`src/design/sha1md_pkg.sv`:
```
`default_nettype none
package sha1md_pkg;

	typedef logic [31:0] word_t;
	typedef logic [4:0][31:0] chain_t;

	localparam int unsigned DIGEST_WORDS = 5;
	localparam int unsigned BLOCK_WORDS = 16;
	localparam int unsigned ROUNDS = 80;

	localparam chain_t INIT_CHAIN = {
		32'hC3D2E1F0, 32'h10325476, 32'h98BADCFE, 32'hEFCDAB89, 32'h67452301
	};

	localparam word_t K_R0 = 32'h5A827999;
	localparam word_t K_R1 = 32'h6ED9EBA1;
	localparam word_t K_R2 = 32'h8F1BBCDC;
	localparam word_t K_R3 = 32'hCA62C1D6;

	localparam logic [7:0] PAD_BYTE = 8'h80;
	localparam logic [5:0] LEN_POS = 6'd56;
	localparam logic [5:0] LAST_POS = 6'd63;
	localparam logic [2:0] LAST_IDX = 3'(DIGEST_WORDS - 1);

	typedef struct packed {
		logic  push;
		word_t word;
		logic  start;
		logic  reinit;
	} core_cmd_t;

	typedef struct packed {
		logic busy;
		logic done;
	} core_stat_t;

endpackage
`default_nettype wire

```
`src/design/sha1md_in_if.sv`:
```
`default_nettype none
interface sha1md_in_if;
	logic       valid;
	logic       ready;
	logic [7:0] data_byte;
	logic       byte_valid;
	logic       end_of_message;

	modport source(output valid, data_byte, byte_valid, end_of_message, input ready);
	modport sink(input valid, data_byte, byte_valid, end_of_message, output ready);
endinterface
`default_nettype wire

```
`src/design/sha1md_out_if.sv`:
```
`default_nettype none
interface sha1md_out_if;
	logic        valid;
	logic        ready;
	logic [31:0] digest_word;
	logic [2:0]  word_index;
	logic        last_word;

	modport source(output valid, digest_word, word_index, last_word, input ready);
	modport sink(input valid, digest_word, word_index, last_word, output ready);
endinterface
`default_nettype wire

```
`src/design/sha1md_core.sv`:
```
`default_nettype none
module sha1md_core (
	input  wire logic                   clk,
	input  wire logic                   arst_n,
	input  wire sha1md_pkg::core_cmd_t  cmd,
	output sha1md_pkg::core_stat_t      stat,
	output sha1md_pkg::chain_t          chain
);
	import sha1md_pkg::*;

	chain_t                  chain_q;
	logic [15:0][31:0]       w_q;
	word_t                   a_q, b_q, c_q, d_q, e_q;
	logic [6:0]              rnd_q;
	logic                    busy_q;
	logic                    done_q;

	word_t f, k, t, w_next, w_mix;
	logic  final_rnd;

	assign final_rnd = (rnd_q == 7'(ROUNDS));

	always_comb begin
		priority if (rnd_q < 7'd20) begin
			f = (b_q & c_q) | (~b_q & d_q);
			k = K_R0;
		end else if (rnd_q < 7'd40) begin
			f = b_q ^ c_q ^ d_q;
			k = K_R1;
		end else if (rnd_q < 7'd60) begin
			f = (b_q & c_q) | (b_q & d_q) | (c_q & d_q);
			k = K_R2;
		end else begin
			f = b_q ^ c_q ^ d_q;
			k = K_R3;
		end
	end

	assign t = {a_q[26:0], a_q[31:27]} + f + e_q + k + w_q[0];

	// schedule window holds w[r..r+15], oldest at index 0
	assign w_mix = w_q[13] ^ w_q[8] ^ w_q[2] ^ w_q[0];
	assign w_next = {w_mix[30:0], w_mix[31]};

	always_ff @(posedge clk) begin
		if (cmd.push) begin
			w_q <= {cmd.word, w_q[15:1]};
		end else if (busy_q && !final_rnd) begin
			w_q <= {w_next, w_q[15:1]};
		end
	end

	always_ff @(posedge clk) begin
		if (cmd.start) begin
			a_q <= chain_q[0];
			b_q <= chain_q[1];
			c_q <= chain_q[2];
			d_q <= chain_q[3];
			e_q <= chain_q[4];
		end else if (busy_q && !final_rnd) begin
			a_q <= t;
			b_q <= a_q;
			c_q <= {b_q[1:0], b_q[31:2]};
			d_q <= c_q;
			e_q <= d_q;
		end
	end

	always_ff @(posedge clk or negedge arst_n) begin
		if (!arst_n) begin
			chain_q <= INIT_CHAIN;
			rnd_q <= '0;
			busy_q <= 1'b0;
			done_q <= 1'b0;
		end else begin
			done_q <= 1'b0;
			if (cmd.reinit) begin
				chain_q <= INIT_CHAIN;
			end
			if (cmd.start) begin
				busy_q <= 1'b1;
				rnd_q <= '0;
			end else if (busy_q) begin
				if (final_rnd) begin
					chain_q[0] <= chain_q[0] + a_q;
					chain_q[1] <= chain_q[1] + b_q;
					chain_q[2] <= chain_q[2] + c_q;
					chain_q[3] <= chain_q[3] + d_q;
					chain_q[4] <= chain_q[4] + e_q;
					busy_q <= 1'b0;
					done_q <= 1'b1;
				end else begin
					rnd_q <= rnd_q + 7'd1;
				end
			end
		end
	end

	assign stat.busy = busy_q;
	assign stat.done = done_q;
	assign chain = chain_q;

	a_start_busy: assert property (@(posedge clk) disable iff (!arst_n)
		cmd.start |=> busy_q && rnd_q == 7'd0)
		else $error("compression did not start");
	a_rnd_range: assert property (@(posedge clk) disable iff (!arst_n)
		busy_q |-> rnd_q <= 7'(ROUNDS))
		else $error("round counter overran");
	a_done_idle: assert property (@(posedge clk) disable iff (!arst_n)
		done_q |-> !busy_q && $past(final_rnd))
		else $error("done without final round");
endmodule
`default_nettype wire

```
`src/design/sha1_message_digest.sv`:
```
`default_nettype none
// input: message bytes are taken while idle; each 64th byte starts a compression of the block
// (80 rounds through one shared round unit, then the chaining add and the done handoff)
// end of message: 9 to 72 padding bytes, one or two compressions, then 5 digest words
// input is stalled while a block is compressed, since the single round unit is busy
// reset: chaining words to the initial hash values, length zero; block buffer not cleared
module sha1_message_digest (
	input wire logic    clk,
	input wire logic    arst_n,
	sha1md_in_if.sink   msg,
	sha1md_out_if.source digest
);
	import sha1md_pkg::*;

	typedef enum logic [1:0] {ST_IDLE, ST_PAD, ST_COMP, ST_OUT} state_t;

	state_t      state_q;
	logic [5:0]  pos_q;
	logic [63:0] bit_len_q;
	logic [23:0] acc_q;
	logic        padding_q;
	logic        first_q;
	logic        need_len_q;
	logic [2:0]  idx_q;

	core_cmd_t   cmd;
	core_stat_t  stat;
	chain_t      chain;

	logic        byte_go;
	logic [7:0]  cur_byte;
	logic [7:0]  len_byte;
	logic        out_last;

	assign len_byte = bit_len_q[{~pos_q[2:0], 3'b000} +: 8];

	always_comb begin
		unique case (state_q)
			ST_IDLE: begin
				byte_go = msg.valid && msg.byte_valid;
				cur_byte = msg.data_byte;
			end
			ST_PAD: begin
				byte_go = 1'b1;
				priority if (first_q) begin
					cur_byte = PAD_BYTE;
				end else if (need_len_q && pos_q >= LEN_POS) begin
					cur_byte = len_byte;
				end else begin
					cur_byte = '0;
				end
			end
			default: begin
				byte_go = 1'b0;
				cur_byte = msg.data_byte;
			end
		endcase
	end

	assign out_last = (state_q == ST_OUT) && digest.ready && (idx_q == LAST_IDX);

	assign cmd.push = byte_go && (pos_q[1:0] == 2'b11);
	assign cmd.word = {acc_q, cur_byte};
	assign cmd.start = byte_go && (pos_q == LAST_POS);
	assign cmd.reinit = out_last;

	sha1md_core u_core (
		.clk    (clk),
		.arst_n (arst_n),
		.cmd    (cmd),
		.stat   (stat),
		.chain  (chain)
	);

	always_ff @(posedge clk or negedge arst_n) begin
		if (!arst_n) begin
			state_q <= ST_IDLE;
			pos_q <= '0;
			bit_len_q <= '0;
			acc_q <= '0;
			padding_q <= 1'b0;
			first_q <= 1'b0;
			need_len_q <= 1'b0;
			idx_q <= '0;
		end else begin
			if (byte_go) begin
				acc_q <= {acc_q[15:0], cur_byte};
				pos_q <= pos_q + 6'd1;
			end
			unique case (state_q)
				ST_IDLE: begin
					if (msg.valid) begin
						if (msg.byte_valid) begin
							bit_len_q <= bit_len_q + 64'd8;
						end
						if (msg.end_of_message) begin
							padding_q <= 1'b1;
							first_q <= 1'b1;
						end
						priority if (msg.byte_valid && pos_q == LAST_POS) begin
							state_q <= ST_COMP;
						end else if (msg.end_of_message) begin
							state_q <= ST_PAD;
						end else begin
							state_q <= ST_IDLE;
						end
					end
				end
				ST_PAD: begin
					first_q <= 1'b0;
					if (first_q) begin
						// length fits in this block only if the marker lands before it
						need_len_q <= (pos_q < LEN_POS);
					end
					if (pos_q == LAST_POS) begin
						state_q <= ST_COMP;
					end
				end
				ST_COMP: begin
					if (stat.done) begin
						priority if (!padding_q) begin
							state_q <= ST_IDLE;
						end else if (first_q) begin
							state_q <= ST_PAD;
						end else if (need_len_q) begin
							state_q <= ST_OUT;
							idx_q <= '0;
						end else begin
							need_len_q <= 1'b1;
							state_q <= ST_PAD;
						end
					end
				end
				ST_OUT: begin
					if (digest.ready) begin
						if (idx_q == LAST_IDX) begin
							state_q <= ST_IDLE;
							pos_q <= '0;
							bit_len_q <= '0;
							padding_q <= 1'b0;
							need_len_q <= 1'b0;
						end else begin
							idx_q <= idx_q + 3'd1;
						end
					end
				end
				default: begin
					state_q <= ST_IDLE;
				end
			endcase
		end
	end

	assign msg.ready = (state_q == ST_IDLE);
	assign digest.valid = (state_q == ST_OUT);
	assign digest.digest_word = chain[idx_q];
	assign digest.word_index = idx_q;
	assign digest.last_word = (idx_q == LAST_IDX);

	a_no_overlap: assert property (@(posedge clk) disable iff (!arst_n)
		msg.ready |-> !digest.valid && !stat.busy)
		else $error("input taken while busy");
	a_start_src: assert property (@(posedge clk) disable iff (!arst_n)
		cmd.start |-> cmd.push && !stat.busy)
		else $error("compression started on a partial block");
	a_idx_range: assert property (@(posedge clk) disable iff (!arst_n)
		digest.valid |-> idx_q <= LAST_IDX)
		else $error("digest index out of range");
	a_reinit: assert property (@(posedge clk) disable iff (!arst_n)
		out_last |=> pos_q == 6'd0 && bit_len_q == 64'd0 && !padding_q)
		else $error("state not cleared after digest");
endmodule
`default_nettype wire
```
`src/flat_wrapper.sv`:
```
// flat-port wrapper written by rule: the top's interface ports become plain ports
module sha1_message_digest_flat import sha1md_pkg::*;
  (clk, arst_n, msg_valid, msg_data_byte, msg_byte_valid, msg_end_of_message, msg_ready, digest_valid, digest_digest_word, digest_word_index, digest_last_word, digest_ready);
  sha1md_in_if msg_i ();
  sha1md_out_if digest_i ();
  input wire logic clk;
  input wire logic arst_n;
  input wire logic [$bits(msg_i.valid)-1:0] msg_valid;
  input wire logic [$bits(msg_i.data_byte)-1:0] msg_data_byte;
  input wire logic [$bits(msg_i.byte_valid)-1:0] msg_byte_valid;
  input wire logic [$bits(msg_i.end_of_message)-1:0] msg_end_of_message;
  output wire logic [$bits(msg_i.ready)-1:0] msg_ready;
  output wire logic [$bits(digest_i.valid)-1:0] digest_valid;
  output wire logic [$bits(digest_i.digest_word)-1:0] digest_digest_word;
  output wire logic [$bits(digest_i.word_index)-1:0] digest_word_index;
  output wire logic [$bits(digest_i.last_word)-1:0] digest_last_word;
  input wire logic [$bits(digest_i.ready)-1:0] digest_ready;
  assign msg_i.valid = msg_valid;
  assign msg_i.data_byte = msg_data_byte;
  assign msg_i.byte_valid = msg_byte_valid;
  assign msg_i.end_of_message = msg_end_of_message;
  assign msg_ready = msg_i.ready;
  assign digest_valid = digest_i.valid;
  assign digest_digest_word = digest_i.digest_word;
  assign digest_word_index = digest_i.word_index;
  assign digest_last_word = digest_i.last_word;
  assign digest_i.ready = digest_ready;
  sha1_message_digest u_core (.clk(clk), .arst_n(arst_n), .msg(msg_i), .digest(digest_i));
endmodule
```
`config.mk`:
```
export PLATFORM = sky130hd
export DESIGN_NAME = sha1_message_digest_flat
export DESIGN_NICKNAME = d
export VERILOG_FILES = /design/src/design/sha1md_pkg.sv /design/src/design/sha1md_in_if.sv /design/src/design/sha1md_out_if.sv /design/src/design/sha1md_core.sv /design/src/design/sha1_message_digest.sv /design/src/flat_wrapper.sv
export SDC_FILE = /design/constraint.sdc
export NUM_CORES = 2
export LEC_CHECK = 0
export BUFFER_PORTS_ARGS = -buffer_cell sky130_fd_sc_hd__buf_2
export CELL_PAD_IN_SITES_DETAIL_PLACEMENT = 1
export CELL_PAD_IN_SITES_GLOBAL_PLACEMENT = 2
export CORE_MARGIN = 4
export CORE_UTILIZATION = 40
export CTS_CLUSTER_DIAMETER = 40
export DETAILED_ROUTE_END_ITERATION = 8
export PLACE_DENSITY_LB_ADDON = 0.08
export SYNTH_ARGS = -nofsm -noshare
export SYNTH_HDL_FRONTEND = slang
export SYNTH_SLANG_ARGS = --single-unit
```
`constraint.sdc`:
```
create_clock -name clk -period 15.9 [get_ports clk]
set_input_delay 4.77 -clock clk [delete_from_list [all_inputs] [get_ports clk]]
set_output_delay 4.77 -clock clk [all_outputs]
set_load 0.005 [all_outputs]
```
# == Word level (Yosys, flattened, before mapping) ==
# Index checks and enable logic that the tools add are counted.
# word_totals
register_bits,943
in_bits,14
out_inout_bits,38
word_cells,190
# op_classes
add_sub_neg,13
n_lt_le_gt_ge,6
eq_ne,20
shift,1
muxes,75
bitwise,14
reduce_logical,24
# op_table
op,n
$mux 512,2
$mux 160,4
$mux 32,16
$add 32x32->32,9
$mux 64,4
$xor 32x32->32,5
$and 32x32->32,4
$pmux 64 s2,1
$bmux 32 s3,1
$or 32x32->32,3
$add 64x4->64 const B,1
$shiftx 64x7->8,1
$not 32->32,1
$mux 31,1
$mux 6,4
$mux 8,3
$mux 7,3
$mux 2,9
$mux 3,6
$ne 2x2->1 const B,8
$mux 1,15
$reduce_and 5->1,3
$lt 7x6->1 const B,2
$reduce_and 7->1,2
other kinds (25),45

# == Depth between registers and ports, before layout ==
# depth
ltp_word,12
mapped_depth,25

# == Cells and area by module ==
# A second synthesis with hierarchy kept.
# unflattened
hier_cells,4070
hier_area_um2,49560.0
# by_module_without_submodules
module,instances,cells_each,area_per_inst_um2,seq_area_each_um2
sha1md_core,1,3351,42704.7,24508.5
sha1_message_digest,1,719,6855.3,2477.4

# == Least setup slack after synthesis ==
# OpenSTA, ideal clock, no wires.
# synth_path
path_type,input -> register
start,input msg_byte_valid
end,"register u_core.u_core.w_q[0] in the netlist's numbering, enable pin"
setup_ns,3.672
arrival_time_ns,14.057
required_ns,12.228
path_slack_ns,-1.829
stages,6
n_path_buf,2
cell_sequence,a21oi_1 nor2_1 nand2_1 clkbuf_1 clkbuf_1 nand2_1
# synth_via
elab_chain_len,4
# synth_rtl
element,line_no,text
start: declaration,flat_wrapper.sv:10,input wire logic [$bits(msg_i.byte_valid)-1:0] msg_byte_valid;
$logic_and 1x1->1,sha1_message_digest.sv:40,byte_go = msg.valid && msg.byte_valid;
$pmux 1 s2,sha1_message_digest.sv:38,unique case (state_q)
$logic_and 1x1->1,sha1_message_digest.sv:62,assign cmd.push = byte_go && (pos_q[1:0] == 2'b11);
$reduce_bool 2->1 (no source line),--,
end signal: assignment,sha1md_core.sv:47,"w_q <= {cmd.word, w_q[15:1]};"
end signal: assignment,sha1md_core.sv:49,"w_q <= {w_next, w_q[15:1]};"
end: declaration,sha1md_core.sv:12,logic [15:0][31:0] w_q;
# Every way passes these cells.
# A chain may end at the register's enable or synchronous reset.

# == Worst setup path after layout ==
# layout_path
start,input msg_valid
end,"register u_core.u_core.chain_q, in the netlist u_core.u_core.chain[31]"
# layout_via
elab_chain_len,4
# layout_rtl
element,line_no,text
start: declaration,flat_wrapper.sv:8,input wire logic [$bits(msg_i.valid)-1:0] msg_valid;
$logic_and 1x1->1,sha1_message_digest.sv:40,
$pmux 1 s2,sha1_message_digest.sv:38,
$logic_and 1x1->1,sha1_message_digest.sv:64,assign cmd.start = byte_go && (pos_q == LAST_POS);
$mux 160,sha1md_core.sv:80,if (cmd.start) begin
end: declaration,sha1md_core.sv:11,chain_t chain_q;
# Every way passes these cells.

==> results.md <==
* Outcome: finished clean
* CTS root buffer: sky130_fd_sc_hd__clkbuf_16
* Slowest CP cell: sky130_fd_sc_hd__nor2_4
* Launching element type of the critical path: primary input
* CP bufs+invs at 3
* Number of buffers created by CTS at roughly 160
* Global-route congestion overflow total at 0
* List of most frequent post-synthesis cells: 672 x sky130_fd_sc_hd__edfxtp_1, 533 x sky130_fd_sc_hd__nand2_1, 295 x sky130_fd_sc_hd__o21ai_0
* Placement row count at approximately 130
* Kind of critical path: in2reg
* Critical path's top delay family: simple AND/OR/NAND/NOR gates
* Headroom to the max-slew limit at 0.159
* Average vias per placed instance at 5.44
* Layout cell share with drive strength beyond 1 at 0.123
* Number of nets in the finished design at 4,641
* Violation count after the first detailed-routing iteration at 2,110
* Layout-stage area growth over the synthesis result at 15.6%
* Hold violation total from the final report at 0
* Resized cells post-CTS at 0
* Synth warnings at 0
* Prevailing post-synth register cell: sky130_fd_sc_hd__edfxtp_1
* CTS Hold Bufs at 0
* Register-to-register setup slack at slightly above 9 ns
* Worst r2r path cells at 21
* Fin crit period at roughly 8.2 ns
* Final Max Slew Viols at 0
* Largest area contributor in the netlist: sky130_fd_sc_hd__edfxtp_1
* Placeable core region at about 120,000 µm²
* Leading cell type by number of instances after synthesis: sky130_fd_sc_hd__edfxtp_1
* Largest net degree at the start of global routing at 178
* RR Endpoint: u_core.u_core.a_q[27]
* Post-synthesis sequential element count at 940
* Area of the mapped netlist at 48,800 µm²
* Final estimated routing congestion in global placement at 0.841
* First-pass detailed-route iteration total at 7
* Top cell by count, worst path: sky130_fd_sc_hd__buf_4
* Vias in the first global route at between 30,000 and 40,000
* Mapped Avg Cell Area at approximately 12 µm²
* Global-route wire length before repair at 223,000 µm
* Effective utilization at floorplan at 0.405
* Setup repair after global routing missed its margin: no
* Post-layout worst setup margin at 7.74 ns
* TritonCTS clock tree: built
* Worst Hold Launch: u_core.u_core.w_q[141]
* Worst setup EP type: register
* Largest incremental delay on the critical path at between 0.7 and 0.8 ns
* Final TNS setup at 0 ns
* Period Utilization, post-route at 0.513
* Crit path required time at 16.55 ns
* Clock transition at the register clock pins on the worst setup and hold paths after CTS at 0.06 ns
* Vertical die dimension at between 300 and 400 µm
* Sum of routed wire length over all layers at around 150,000 µm
* Endpoint, Worst Hold: u_core.u_core.w_q[109]
* Total GRT Usage at 0.232
* Synthesized Nets at ~4,500
* Half-perimeter wire length of the detailed placement result at 101,000 µm
* Mapped Cells at between 4,000 and 5,000
* Number of endpoints failing setup at the final stage at 0
* Total DRC errors in the routed layout at 0
* Count of clock tree sinks at 940
* Critical Path AT at 8.82 ns
* Share of the synthesized area in the top cell type at 0.413
* Tightest Pin Transition at between 1 and 1.5 ns
* Number of buffers added on ports at just over 50
* Leading post-synthesis cells by cell area: sky130_fd_sc_hd__edfxtp_1 41%, sky130_fd_sc_hd__dfrtp_1 9.6%, sky130_fd_sc_hd__fa_1 5.1%, sky130_fd_sc_hd__ha_1 5.1%, sky130_fd_sc_hd__dfstp_2 4.3%
* Worst-case clock buffer depth at 3
* MaxCap Viol Count at 0
* Count of cell types in the netlist at 91
* Pre-CTS setup slack at approximately 6.8 ns
* Fin Clk Skew at roughly 0.046 ns
* Number of cells on the worst hold path at 0
* Number of levels the H-tree was split into at 4
* Number of stages on the worst setup path at 11
* X dimension of the die at 357 µm
* Count of antenna-violating nets left after detailed routing at 0
* Fmax at 0.122 GHz
* Max FO, Critical Path at between 80 and 90
* Per-cell routed wire length at approximately 24 µm
* Share of the yosys chip area belonging to registers at 0.553
* Clock insertion delay at the later pin of the skew report at between 0.7 and 0.8 ns
* Startpoint of the worst-slack reg-to-reg timing path: u_core.u_core.rnd_q[3]
* I/O pins at 52
* Die ar. at around 130,000 µm²
* Cells along the critical path: buf_2 > a21oi_1 > nor2_4 > nand4_1 > nand3_4 > buf_4 > buf_4 > nor4_1 > mux2_2 > a211oi_1 > o21ai_0
* Initial antenna violation count at 1
* Number of buffers added for setup after CTS at 0
* Number of flops mapped to enable cells by yosys at 672
* Hold Crit Class: reg2reg
* Via Count at about 33,000
* Share of async-settable or async-resettable flops after synthesis at 0.285
## cell type report
cell class / count / area, µm²
Antenna cell: 1 / 2.50
Timing Repair Buffer: 87 / 573
Clock buffer: 197 / 4340
Multi-Input combinational cell: 2839 / 20300
Inverter: 272 / 1020
Clock inverter: 104 / 1200
Tap cell: 1612 / 2020
Fill cell: 12600 / 64100
Sequential cell: 940 / 27000
## worst max-delay path by stage
stage              startpoint                 endpoint  slack, ns
2_1_floorplan  msg_byte_valid     u_core.u_core.w_q[0]       3.42
3_3_place_gp        msg_valid  u_core.u_core.chain[31]       6.77
3_5_place_dp        msg_valid  u_core.u_core.chain[31]       6.78
4_1_cts             msg_valid  u_core.u_core.chain[31]       7.63
5_1_grt             msg_valid  u_core.u_core.chain[31]       7.31
6_report            msg_valid  u_core.u_core.chain[31]       7.74
## state kept, by name, summed over array words and instances, names as in the netlist, 2 cells and up
signal                    cells
u_core.u_core.b_q            32
u_core.u_core.w_q           512
u_core.bit_len_q             61
u_core.acc_q                 24
u_core.u_core.chain         160
u_core.u_core.d_q            32
u_core.u_core.e_q            32
u_core.u_core.c_q            32
u_core.u_core.rnd_q           7
u_core.digest.word_index      3
u_core.pos_q                  6
u_core.u_core.a_q            32
u_core.state_q                2
## worst register-to-register path, stage by stage (launching register included)
cell and delay [ns]:
sky130_fd_sc_hd__dfrtp_1 0.45, sky130_fd_sc_hd__o21ai_0 0.26, sky130_fd_sc_hd__nand2b_1 0.14, sky130_fd_sc_hd__nor2_1 0.65, sky130_fd_sc_hd__nor2_2 0.23, sky130_fd_sc_hd__buf_4 0.34
sky130_fd_sc_hd__inv_2 0.62, sky130_fd_sc_hd__nor2_1 0.12, sky130_fd_sc_hd__nor2_1 0.51, sky130_fd_sc_hd__fa_1 0.55, sky130_fd_sc_hd__fa_1 0.49, sky130_fd_sc_hd__ha_1 0.34
sky130_fd_sc_hd__or3_1 0.35, sky130_fd_sc_hd__o21ai_0 0.08, sky130_fd_sc_hd__a21oi_1 0.08, sky130_fd_sc_hd__a31oi_1 0.22, sky130_fd_sc_hd__o21a_1 0.16, sky130_fd_sc_hd__a21oi_1 0.08
sky130_fd_sc_hd__or3_1 0.36, sky130_fd_sc_hd__a21oi_1 0.19, sky130_fd_sc_hd__xnor2_1 0.08, sky130_fd_sc_hd__mux2_2 0.26
## cell usage in the layout (no fill, tap or decap), types with 33 or more instances in the layout
| cell | n |
|---|---|
| sky130_fd_sc_hd__ha_1 | 200 |
| sky130_fd_sc_hd__nand3_1 | 143 |
| sky130_fd_sc_hd__dfstp_2 | 80 |
| sky130_fd_sc_hd__xnor2_1 | 193 |
| sky130_fd_sc_hd__fa_1 | 125 |
| sky130_fd_sc_hd__o21ai_0 | 295 |
| sky130_fd_sc_hd__nand2_1 | 529 |
| sky130_fd_sc_hd__inv_1 | 270 |
| sky130_fd_sc_hd__buf_4 | 33 |
| sky130_fd_sc_hd__dfrtp_1 | 185 |
| sky130_fd_sc_hd__mux2_2 | 35 |
| sky130_fd_sc_hd__nor3_1 | 81 |
| sky130_fd_sc_hd__buf_2 | 50 |
| sky130_fd_sc_hd__xor2_1 | 134 |
| sky130_fd_sc_hd__a21oi_1 | 259 |
| sky130_fd_sc_hd__mux2i_1 | 36 |
| sky130_fd_sc_hd__nor2_1 | 251 |
| sky130_fd_sc_hd__nand4_1 | 39 |
| sky130_fd_sc_hd__clkbuf_16 | 164 |
| sky130_fd_sc_hd__mux4_2 | 45 |
| sky130_fd_sc_hd__a21o_1 | 89 |
| sky130_fd_sc_hd__edfxtp_1 | 672 |
## through the flow
stage / area [µm²] / utilization / instances / hold slack (ns)
after floorplan: 48800 / - / 4203 / 0.400
after global placement: 50900 / 0.422 / 5750 / 0.400
after detailed placement: 50900 / 0.422 / 5750 / 0.405
after CTS: 56500 / 0.468 / 6051 / 0.394
after global routing: 56500 / 0.468 / 6051 / 0.414
final: 56500 / 0.468 / 6052 / 0.401
## kinds of logic after synthesis
group | synth area share
XOR/XNOR | 0.0586
multiplexers | 0.0362
buffers and inverters | 0.0329
AO/OA/AOI/OAI | 0.110
AND/OR/NAND/NOR | 0.107
adder cells (fa/ha/maj) | 0.102
flip-flops | 0.553
## per-layer routing
| metal | up-vias | GRT usage | part of all wire |
|---|---|---|---|
| met2 | 526 | 0.382 | 0.48 |
| met3 | 223 | 0.0328 | 0.031 |
| met4 | 0 | 0.0658 | 0.024 |
| li1 | 15300 | - | - |
| met5 | - | 0 | 0 |
| met1 | 16900 | 0.322 | 0.47 |
Power is not shown: default switching activity piles up to over one toggle a cycle in this logic, so the estimate is an artifact.
